===== src/hw/rtl/sgps_pkg.sv =====
// Shared types and constants for the grid-line segment splitter.
// Field widths, register indexes and stream packing offsets.
// No dependencies.
`timescale 1ns / 1ps
`default_nettype none

package sgps_pkg;

    localparam int ID_W      = 20;
    localparam int COORD_W   = 32;
    localparam int MARK_W    = 16;
    localparam int PLANES    = 4;
    localparam int PIDX_W    = 2;
    localparam int IN_DATA_W  = 208;
    localparam int OUT_DATA_W = 144;
    localparam int OUT_USER_W = 2;
    localparam int ADDR_W    = 5;
    localparam int STEPS     = 33;

    localparam logic [ID_W-1:0] ID_MAX = {ID_W{1'b1}};

    typedef enum logic [2:0] {
        REG_SPLIT_AXIS   = 3'd0,
        REG_PLANE_COUNT  = 3'd1,
        REG_PLANE_0      = 3'd2,
        REG_PLANE_1      = 3'd3,
        REG_PLANE_2      = 3'd4,
        REG_PLANE_3      = 3'd5,
        REG_POINT_BASE   = 3'd6,
        REG_SEGMENT_BASE = 3'd7
    } reg_idx_t;

endpackage

`default_nettype wire


===== src/hw/rtl/segment_grid_plane_splitter_core.sv =====
// Splits a 2D segment at up to four axis-aligned grid lines, one piece per transfer.
// Uses sgps_pkg for widths, register indexes and constants.
//
//  channel | dir | content
//  s_*     | in  | s_tdata: segment_id, end_a_id, end_b_id, end_a_x, end_a_y,
//          |     |          end_b_x, end_b_y, boundary_marker
//  m_*     | out | m_tdata: piece fields; m_tuser: new_point_valid, id_overflow;
//          |     | m_tlast: last_piece
//  apb     | in  | eight registers at byte address 4*i
//
// A segment with no crossing passes through order, one bin step per active plane,
// difference, emit and the output transfer. Each crossing is setup, clamp,
// 33 shift-add multiply steps, 33 restoring divide steps, emit and the output transfer;
// the multiply and divide steps share the one 34-bit add/subtract unit. s_tready is high only when the sequencer is
// idle. While m_tready is low the sequencer waits in its hold state. Reset clears the control state and
// loads the id counters with zero.
`timescale 1ns / 1ps
`default_nettype none

module segment_grid_plane_splitter_core (
    input  wire logic                              clk,
    input  wire logic                              rst_n,
    input  wire logic                              s_tvalid,
    output logic                                   s_tready,
    // [19:0] segment_id, [39:20] end_a_id, [59:40] end_b_id, [91:60] end_a_x,
    // [123:92] end_a_y, [155:124] end_b_x, [187:156] end_b_y,
    // [203:188] boundary_marker, [207:204] zero
    input  wire logic [sgps_pkg::IN_DATA_W-1:0]    s_tdata,
    output logic                                   m_tvalid,
    input  wire logic                              m_tready,
    // [19:0] piece_segment_id, [39:20] piece_start_point, [59:40] piece_end_point,
    // [75:60] piece_marker, [107:76] new_point_x, [139:108] new_point_y,
    // [143:140] zero
    output logic [sgps_pkg::OUT_DATA_W-1:0]        m_tdata,
    // [0] new_point_valid, [1] id_overflow
    output logic [sgps_pkg::OUT_USER_W-1:0]        m_tuser,
    output logic                                   m_tlast,
    input  wire logic                              psel,
    input  wire logic                              penable,
    input  wire logic                              pwrite,
    input  wire logic [sgps_pkg::ADDR_W-1:0]       paddr,
    input  wire logic [31:0]                       pwdata,
    output logic [31:0]                            prdata,
    output logic                                   pready
);

    typedef enum logic [3:0] {
        S_IDLE, S_ORDER, S_BIN, S_DIFF, S_SETUP, S_CLAMP, S_MUL, S_DIV, S_EMIT, S_HOLD
    } state_t;

    localparam int CW = sgps_pkg::COORD_W;
    localparam int IW = sgps_pkg::ID_W;

    state_t state_reg;

    logic                              axis_reg;
    logic [2:0]                        pcount_reg;
    logic signed [CW-1:0]              planes_reg [sgps_pkg::PLANES];
    logic [IW-1:0]                     pt_base_reg;
    logic [IW-1:0]                     seg_base_reg;
    logic [IW-1:0]                     pt_ctr_reg;
    logic [IW-1:0]                     seg_ctr_reg;

    logic [IW-1:0]                     sid_reg, ida_reg, idb_reg;
    logic signed [CW-1:0]              ax_reg, ay_reg, bx_reg, by_reg;
    logic [sgps_pkg::MARK_W-1:0]       mk_reg;

    logic signed [CW-1:0]              c1_reg, c2_reg, o1_reg, o2_reg;
    logic [IW-1:0]                     lo_id_reg, hi_id_reg, prev_reg;
    logic [2:0]                        n_reg, p0_reg, p1_reg, k_reg, delta_reg;
    logic                              f0_reg, f1_reg;
    logic [sgps_pkg::PIDX_W-1:0]       bidx_reg;
    logic [CW:0]                       den_reg;
    logic signed [CW:0]                d_reg;
    logic [CW:0]                       mag_reg;
    logic signed [CW:0]                t_reg;
    logic [2*CW+1:0]                   prod_reg;
    logic [CW:0]                       rem_reg;
    logic [5:0]                        cnt_reg;

    logic                              out_valid_reg;
    logic [sgps_pkg::OUT_DATA_W-1:0]   out_data_reg;
    logic [sgps_pkg::OUT_USER_W-1:0]   out_user_reg;
    logic                              out_last_reg;

    logic signed [CW-1:0]              ka, kb, pl_bin, pl_cur, other;
    logic [2:0]                        pidx_sum;
    logic                              cfg_wr;
    logic                              alu_sub;
    logic [CW+1:0]                     alu_a, alu_b, alu_sum;
    logic [CW+1:0]                     mul_sum;
    logic [CW+1:0]                     div_rem;
    logic                              div_ge;
    logic                              seg_full, pt_full, first_piece;
    logic [IW-1:0]                     seg_id_new, pt_id_new, psid;
    logic                              ovf;

    assign pready   = 1'b1;
    assign cfg_wr   = psel && penable && pwrite;
    assign s_tready = (state_reg == S_IDLE);
    assign m_tvalid = out_valid_reg;
    assign m_tdata  = out_data_reg;
    assign m_tuser  = out_user_reg;
    assign m_tlast  = out_last_reg;

    always_comb
    begin
        ka       = axis_reg ? ay_reg : ax_reg;
        kb       = axis_reg ? by_reg : bx_reg;
        pl_bin   = planes_reg[bidx_reg];
        pidx_sum = p0_reg + k_reg;
        pl_cur   = planes_reg[pidx_sum[sgps_pkg::PIDX_W-1:0]];
        // one shared 34-bit adder: multiply accumulates, divide trial-subtracts
        alu_sub  = (state_reg == S_DIV);
        alu_a    = alu_sub ? {rem_reg, prod_reg[CW]} : {1'b0, prod_reg[2*CW+1:CW+1]};
        alu_b    = {1'b0, alu_sub ? den_reg : mag_reg};
        alu_sum  = alu_sub ? (alu_a - alu_b) : (alu_a + alu_b);
        mul_sum  = alu_sum;
        div_rem  = alu_sum;
        div_ge   = !div_rem[CW+1];
        other    = d_reg[CW] ? (o1_reg - prod_reg[CW-1:0]) : (o1_reg + prod_reg[CW-1:0]);
        seg_full = (seg_ctr_reg == sgps_pkg::ID_MAX);
        pt_full  = (pt_ctr_reg == sgps_pkg::ID_MAX);
        seg_id_new  = seg_full ? sgps_pkg::ID_MAX : seg_ctr_reg + 1'b1;
        pt_id_new   = pt_full ? sgps_pkg::ID_MAX : pt_ctr_reg + 1'b1;
        first_piece = (k_reg == 3'd0);
        psid        = first_piece ? sid_reg : seg_id_new;
    end

    always_comb
    begin
        prdata = '0;
        unique case (sgps_pkg::reg_idx_t'(paddr[4:2]))
            sgps_pkg::REG_SPLIT_AXIS:   prdata = {31'd0, axis_reg};
            sgps_pkg::REG_PLANE_COUNT:  prdata = {29'd0, pcount_reg};
            sgps_pkg::REG_PLANE_0:      prdata = planes_reg[0];
            sgps_pkg::REG_PLANE_1:      prdata = planes_reg[1];
            sgps_pkg::REG_PLANE_2:      prdata = planes_reg[2];
            sgps_pkg::REG_PLANE_3:      prdata = planes_reg[3];
            sgps_pkg::REG_POINT_BASE:   prdata = {{(32-IW){1'b0}}, pt_base_reg};
            sgps_pkg::REG_SEGMENT_BASE: prdata = {{(32-IW){1'b0}}, seg_base_reg};
            default:                    prdata = '0;
        endcase
    end

    always_ff @(posedge clk or negedge rst_n)
    begin
        if (!rst_n)
        begin
            state_reg     <= S_IDLE;
            axis_reg      <= 1'b0;
            pcount_reg    <= 3'd1;
            for (int i = 0; i < sgps_pkg::PLANES; i++)
            begin
                planes_reg[i] <= '0;
            end
            pt_base_reg   <= '0;
            seg_base_reg  <= '0;
            pt_ctr_reg    <= '0;
            seg_ctr_reg   <= '0;
            out_valid_reg <= 1'b0;
        end
        else
        begin
            if (cfg_wr)
            begin
                unique case (sgps_pkg::reg_idx_t'(paddr[4:2]))
                    sgps_pkg::REG_SPLIT_AXIS:  axis_reg      <= pwdata[0];
                    sgps_pkg::REG_PLANE_COUNT: pcount_reg    <= pwdata[2:0];
                    sgps_pkg::REG_PLANE_0:     planes_reg[0] <= pwdata;
                    sgps_pkg::REG_PLANE_1:     planes_reg[1] <= pwdata;
                    sgps_pkg::REG_PLANE_2:     planes_reg[2] <= pwdata;
                    sgps_pkg::REG_PLANE_3:     planes_reg[3] <= pwdata;
                    sgps_pkg::REG_POINT_BASE:
                    begin
                        pt_base_reg <= pwdata[IW-1:0];
                        pt_ctr_reg  <= pwdata[IW-1:0];
                    end
                    sgps_pkg::REG_SEGMENT_BASE:
                    begin
                        seg_base_reg <= pwdata[IW-1:0];
                        seg_ctr_reg  <= pwdata[IW-1:0];
                    end
                    default: ;
                endcase
            end

            unique case (state_reg)
                S_IDLE:
                begin
                    if (s_tvalid)
                    begin
                        sid_reg   <= s_tdata[19:0];
                        ida_reg   <= s_tdata[39:20];
                        idb_reg   <= s_tdata[59:40];
                        ax_reg    <= s_tdata[91:60];
                        ay_reg    <= s_tdata[123:92];
                        bx_reg    <= s_tdata[155:124];
                        by_reg    <= s_tdata[187:156];
                        mk_reg    <= s_tdata[203:188];
                        state_reg <= S_ORDER;
                    end
                end
                S_ORDER:
                begin
                    // strictly smaller end is low; on a tie end_b is low
                    if (ka < kb)
                    begin
                        c1_reg <= ka; c2_reg <= kb;
                        lo_id_reg <= ida_reg; hi_id_reg <= idb_reg;
                        o1_reg <= axis_reg ? ax_reg : ay_reg;
                        o2_reg <= axis_reg ? bx_reg : by_reg;
                    end
                    else
                    begin
                        c1_reg <= kb; c2_reg <= ka;
                        lo_id_reg <= idb_reg; hi_id_reg <= ida_reg;
                        o1_reg <= axis_reg ? bx_reg : by_reg;
                        o2_reg <= axis_reg ? ax_reg : ay_reg;
                    end
                    n_reg     <= (pcount_reg > 3'd4) ? 3'd4 : pcount_reg;
                    p0_reg    <= (pcount_reg > 3'd4) ? 3'd4 : pcount_reg;
                    p1_reg    <= (pcount_reg > 3'd4) ? 3'd4 : pcount_reg;
                    f0_reg    <= 1'b0;
                    f1_reg    <= 1'b0;
                    bidx_reg  <= '0;
                    state_reg <= (pcount_reg == 3'd0) ? S_DIFF : S_BIN;
                end
                S_BIN:
                begin
                    if (!f0_reg && (c1_reg <= pl_bin))
                    begin
                        p0_reg <= {1'b0, bidx_reg};
                        f0_reg <= 1'b1;
                    end
                    if (!f1_reg && (c2_reg <= pl_bin))
                    begin
                        p1_reg <= {1'b0, bidx_reg};
                        f1_reg <= 1'b1;
                    end
                    if ({1'b0, bidx_reg} == n_reg - 3'd1)
                    begin
                        state_reg <= S_DIFF;
                    end
                    bidx_reg <= bidx_reg + 1'b1;
                end
                S_DIFF:
                begin
                    den_reg   <= (CW+1)'(c2_reg) - (CW+1)'(c1_reg);
                    d_reg     <= (CW+1)'(o2_reg) - (CW+1)'(o1_reg);
                    delta_reg <= (p1_reg > p0_reg) ? p1_reg - p0_reg : 3'd0;
                    k_reg     <= 3'd0;
                    prev_reg  <= lo_id_reg;
                    state_reg <= (p1_reg > p0_reg) ? S_SETUP : S_EMIT;
                end
                S_SETUP:
                begin
                    if (k_reg == delta_reg)
                    begin
                        state_reg <= S_EMIT;
                    end
                    else
                    begin
                        t_reg     <= (CW+1)'(pl_cur) - (CW+1)'(c1_reg);
                        mag_reg   <= d_reg[CW] ? (CW+1)'(-d_reg) : (CW+1)'(d_reg);
                        state_reg <= S_CLAMP;
                    end
                end
                S_CLAMP:
                begin
                    // clamp t to [0, den]; product register starts with t in the low half
                    if (t_reg[CW])
                        prod_reg <= '0;
                    else if ((CW+1)'(t_reg) > den_reg)
                        prod_reg <= {(CW+1)'(0), den_reg};
                    else
                        prod_reg <= {(CW+1)'(0), (CW+1)'(t_reg)};
                    cnt_reg   <= '0;
                    state_reg <= S_MUL;
                end
                S_MUL:
                begin
                    if (prod_reg[0])
                        prod_reg <= {mul_sum, prod_reg[CW:1]};
                    else
                        prod_reg <= {1'b0, prod_reg[2*CW+1:1]};
                    if (cnt_reg == 6'(sgps_pkg::STEPS - 1))
                    begin
                        cnt_reg   <= '0;
                        state_reg <= S_DIV;
                        // quotient fits 33 bits, so the high half is already below den
                    end
                    else
                    begin
                        cnt_reg <= cnt_reg + 1'b1;
                    end
                end
                S_DIV:
                begin
                    if (div_ge)
                        rem_reg <= div_rem[CW:0];
                    else
                        rem_reg <= {rem_reg[CW-1:0], prod_reg[CW]};
                    prod_reg[CW:0] <= {prod_reg[CW-1:0], div_ge};
                    if (cnt_reg == 6'(sgps_pkg::STEPS - 1))
                        state_reg <= S_EMIT;
                    else
                        cnt_reg <= cnt_reg + 1'b1;
                end
                S_EMIT:
                begin
                    out_valid_reg <= 1'b1;
                    state_reg     <= S_HOLD;
                    if (delta_reg == 3'd0)
                    begin
                        out_data_reg <= {4'd0, 32'd0, 32'd0, mk_reg, idb_reg, ida_reg, sid_reg};
                        out_user_reg <= 2'b00;
                        out_last_reg <= 1'b1;
                    end
                    else if (k_reg == delta_reg)
                    begin
                        seg_ctr_reg  <= seg_id_new;
                        out_data_reg <= {4'd0, 32'd0, 32'd0, mk_reg, hi_id_reg, prev_reg, psid};
                        out_user_reg <= {seg_full, 1'b0};
                        out_last_reg <= 1'b1;
                    end
                    else
                    begin
                        if (!first_piece)
                            seg_ctr_reg <= seg_id_new;
                        pt_ctr_reg   <= pt_id_new;
                        prev_reg     <= pt_id_new;
                        out_data_reg <= {4'd0,
                                         axis_reg ? pl_cur : other,
                                         axis_reg ? other : pl_cur,
                                         mk_reg, pt_id_new, prev_reg, psid};
                        out_user_reg <= {ovf, 1'b1};
                        out_last_reg <= 1'b0;
                    end
                end
                S_HOLD:
                begin
                    if (m_tready)
                    begin
                        out_valid_reg <= 1'b0;
                        if (out_last_reg)
                        begin
                            state_reg <= S_IDLE;
                        end
                        else
                        begin
                            k_reg     <= k_reg + 3'd1;
                            state_reg <= S_SETUP;
                        end
                    end
                end
                default: state_reg <= S_IDLE;
            endcase

            // high half of the finished product seeds the divider remainder
            if (state_reg == S_MUL && cnt_reg == 6'(sgps_pkg::STEPS - 1))
            begin
                rem_reg <= prod_reg[0] ? mul_sum[CW+1:1] : {1'b0, prod_reg[2*CW+1:CW+2]};
            end
        end
    end

    assign ovf = (!first_piece && seg_full) || pt_full;

endmodule

`default_nettype wire

===== config.mk =====
export PLATFORM = sky130hd
export DESIGN_NAME = segment_grid_plane_splitter_core
export DESIGN_NICKNAME = d
export VERILOG_FILES = /design/src/hw/rtl/sgps_pkg.sv /design/src/hw/rtl/segment_grid_plane_splitter_core.sv
export SDC_FILE = /design/constraint.sdc
export NUM_CORES = 2
export LEC_CHECK = 0
export BUFFER_PORTS_ARGS = -buffer_cell sky130_fd_sc_hd__buf_2
export CAP_MARGIN = 20
export CORE_MARGIN = 1
export CORE_UTILIZATION = 45
export CTS_BUF_LIST = sky130_fd_sc_hd__clkbuf_2
export DETAILED_ROUTE_END_ITERATION = 8
export GPL_ROUTABILITY_DRIVEN = 0
export PLACE_DENSITY = 0.67
export SYNTH_ARGS = -nofsm -noshare
export SYNTH_HDL_FRONTEND = slang
export SYNTH_SLANG_ARGS = --single-unit

===== constraint.sdc =====
create_clock -name clk -period 25.2 [get_ports clk]
set_clock_uncertainty 0.15 [all_clocks]
set_input_delay 2.52 -clock clk [delete_from_list [all_inputs] [get_ports clk]]
set_output_delay 2.52 -clock clk [all_outputs]
set_load 0.05 [all_outputs]

==> metrics.md <==
| Metric | Value |
|---|---|
| Status | `finished, violations left` |
| Failing checks | `design-rule violations` |
| # Max-Cap Violations | `0` |
| Maximum root-to-sink buffer count | `4` |
| Worst hold start | `mk_reg[4]` |
| Hold Crit Class | `flop to flop` |
| Crit Path Category | `primary input to output port` |
| Seq cells post-synth | `1008` |
| VDD IR max | `0.06702 mV` |
| Post_cts resized | `0` |
| Worst R2R Setup Slack | `between 15 and 20 ns` |
| Core Rows | `132` |
| WP data arrival | `approximately 4.8 ns` |
| Worst setup SP type | `primary input` |
| Multi-input gate area | `about 0.028 sq mm` |
| Die extent in x | `approximately 370 um` |
| Async SR Flop Fraction | `a little over a fifth` |
| Final critical-path required period | `7.420 ns` |
| Clk Latency, worst-skew pair | `~1.8 ns` |
| Core area | `0.1301 sq mm` |
| Switching Share | `a little over two fifths` |
| Comb power frac | `48.6%` |
| Setup violators final | `0` |
| Total placed cells including tap cells | `between 7000 and 8000` |
| Wire length per cell | `23.37 um` |
| Initial antenna violation count | `32` |
| GRT Total Usage | `27.20%` |
| Vias/cell | `around 6` |
| CP Capture Type | `output port` |
| Die area | `~0.13 sq mm` |
| Slew @ Worst Pin | `1.175 ns` |
| Port buffer count | `422` |
| Crit Path Max Fanout | `32` |
| Fillers | `11890` |
| Initial core utilization | `45.60%` |
| Slew Limit Fails | `0` |
| Final period utilization | `29.45%` |
| Sequential power share | `35.5%` |
| WHS Path Cells | `0` |
| P_leak | `approximately 27 nW` |
| Drt initial violations | `5177` |
| CTS Buf Count | `roughly 290` |
| Internal power | `0.004174 W` |
| Clk slew on worst S/H paths | `0.09 ns` |
| Setup tns final | `0 ns` |
| Hpwl dp | `roughly 140 mm` |
| Post-synth top flop | `edfxtp_1` |
| Peak Freq | `~130 MHz` |
| Area delta synth->final | `10.69%` |
| Clock network fraction of design power | `15.9%` |
| Vias in the first global route | `44820` |
| # IOs | `434` |
| Antenna-violating nets left | `0` |
| R2r endpoint | `hi_id_reg[19]` |
| Clock Sink Count | `1008` |
| Avg Synthesized Cell Area | `between 10 and 15 sq um` |
| Mapped cell area | `roughly 0.059 sq mm` |
| First-pass GRT wire length | `between 200 and 300 mm` |
| Commonest non-fill, non-tap cells in the layout | `edfxtp_1 (791), nand2_1 (575), buf_2 (421), clkbuf_2 (403), nor2_1 (346)` |
| Commonest non-fill, non-tap cell in the layout | `edfxtp_1` |
| Worst EP required | `about 23 ns` |
| Share of cells above drive strength 1 | `20.31%` |
| DRC errors left | `1` |
| Hold Path Sink | `m_tdata[64]` |
| Netlist cell types | `89` |
| Net Switching | `0.003262 W` |
| Max FFs per register | `140` |
| Warnings from Yosys | `0` |
| CTS tree | `built` |
| RSZ-0062 raised after global routing | `no` |
| Reg-to-reg startpoint | `axis_reg` |
| H-tree depth | `5` |
| EDFF count, synth | `about 800` |
| Layout net count | `6539` |
| GRT Residual Overflow | `0` |
| Max-slew headroom | `between 20% and 30%` |
| Fin Hold WS | `0.1437 ns` |
| Largest net degree at the start of global routing | `148` |
| TritonRoute pass-1 iters | `9` |
| Register area | `0.02919 sq mm` |
| Finished Layout Cells | `~7900` |
| R2R depth | `16` |
| Pwr dens | `113.2 mW/mm^2` |
| Fin. Hold Viols | `0` |
| Die height | `about 370 um` |
| Setup bufs post-CTS | `0` |
| Seq/Total Area, Yosys | `49.18%` |
| Cells after Synth | `5490` |
| CTS root buf | `clkbuf_2` |
| Post-cts hold buffer count | `0` |
| Utilization after layout | `50.48%` |
| Vias post-DR | `47470` |
| Drt total wl | `184.9 mm` |
[routing by layer]
| layer | track usage, % | share of wire (%) |
|---|---|---|
| met1 | 36.01 | 40 |
| met3 | 7.547 | 11 |
| met2 | 41.05 | 44 |
| met4 | 13.17 | 4.6 |
| met5 | 0 | 0.11 |
[per-stage QoR]
stage	power (W)	worst slack, ns	cell area, sq um
2_1_floorplan	0.005120	14.59	59360
3_3_place_gp	0.006111	17.88	63200
3_5_place_dp	0.006194	17.85	63210
4_1_cts	0.007391	17.87	65630
5_1_grt	0.007870	17.73	65680
6_report	0.007436	17.78	65690
[worst max-delay path by stage]
stage               cells after the start  slack, ns      from             to
floorplan                               2      14.59     rst_n      c1_reg[0]
global placement                        7      17.88  paddr[2]      prdata[2]
detailed placement                      7      17.85  paddr[2]      prdata[2]
CTS                                     7      17.87  paddr[2]      prdata[2]
global route                           16      17.73  axis_reg  hi_id_reg[19]
finish                                  5      17.78  paddr[2]     prdata[23]
[logic make-up (layout without fill, tap and decap cells)]
kind of cell / Yosys count / after routing / share of synthesized area, %
fa+ha+maj: 308 / 308 / 6.569
mux: 494 / 494 / 10.16
other cells: 2 / 18 / 0.01265
flops: 1008 / 1008 / 49.18
compound gates: 1348 / 1348 / 14.70
simple gates: 1507 / 1507 / 11.76
buf+inv: 549 / 1212 / 3.582
xor+xnor: 274 / 274 / 4.044
[synthesized netlist by cell type (14+ instances only)]
cell type | count | area, sq um
a211oi_1 | 81 | 608.1
a21o_1 | 169 | 1269
a21oi_1 | 341 | 1707
a221o_1 | 16 | 160.2
a22o_1 | 24 | 210.2
a22oi_1 | 86 | 645.6
a31oi_1 | 77 | 481.7
and2_1 | 26 | 162.7
and3_1 | 103 | 644.4
buf_1 | 38 | 142.6
clkbuf_1 | 236 | 885.9
dfrtp_1 | 216 | 5405
edfxtp_1 | 791 | 23750
ha_1 | 302 | 3779
inv_1 | 255 | 957.2
mux2_2 | 186 | 2095
mux2i_1 | 240 | 2402
mux4_2 | 68 | 1531
nand2_1 | 582 | 2185
nand2b_1 | 30 | 187.7
nand3_1 | 92 | 460.4
nand4_1 | 42 | 262.8
nor2_1 | 356 | 1336
nor2b_1 | 38 | 237.7
nor3_1 | 67 | 335.3
nor4_1 | 98 | 613.1
o21a_1 | 31 | 232.7
o21ai_0 | 216 | 1081
o21bai_1 | 21 | 157.7
o22ai_1 | 137 | 857.1
o31ai_1 | 14 | 105.1
or2_2 | 18 | 112.6
or3_1 | 18 | 112.6
xnor2_1 | 215 | 1883
xor2_1 | 59 | 516.8
[worst max-delay path: stages]
cell	delay, ns
buf_2	0.24
nor2b_1	0.28
and2_2	0.79
a221o_1	0.53
buf_2	0.34
[layout make-up]
type | count | area share, %
sequential | 1008 | 44.43
multi-input combinational | 3936 | 42.98
clock buffer | 403 | 3.070
antenna | 13 | 0.04952
timing repair buffer | 491 | 4.074
tap | 1742 | 3.318
clock inverter | 63 | 0.6209
inverter | 255 | 1.457
[power groups by stage]
| stage | Clock (W) | Combinational, W | Sequential [W] |
|---|---|---|---|
| floorplan | 0 | 0.00256 | 0.00256 |
| global placement | 0 | 0.00346 | 0.00265 |
| detailed placement | 0 | 0.00354 | 0.00266 |
| CTS | 0.00122 | 0.00355 | 0.00262 |
| global route | 0.00129 | 0.00392 | 0.00266 |
| finish | 0.00118 | 0.00362 | 0.00264 |
Note: power is estimated with default switching activity, not from simulation.
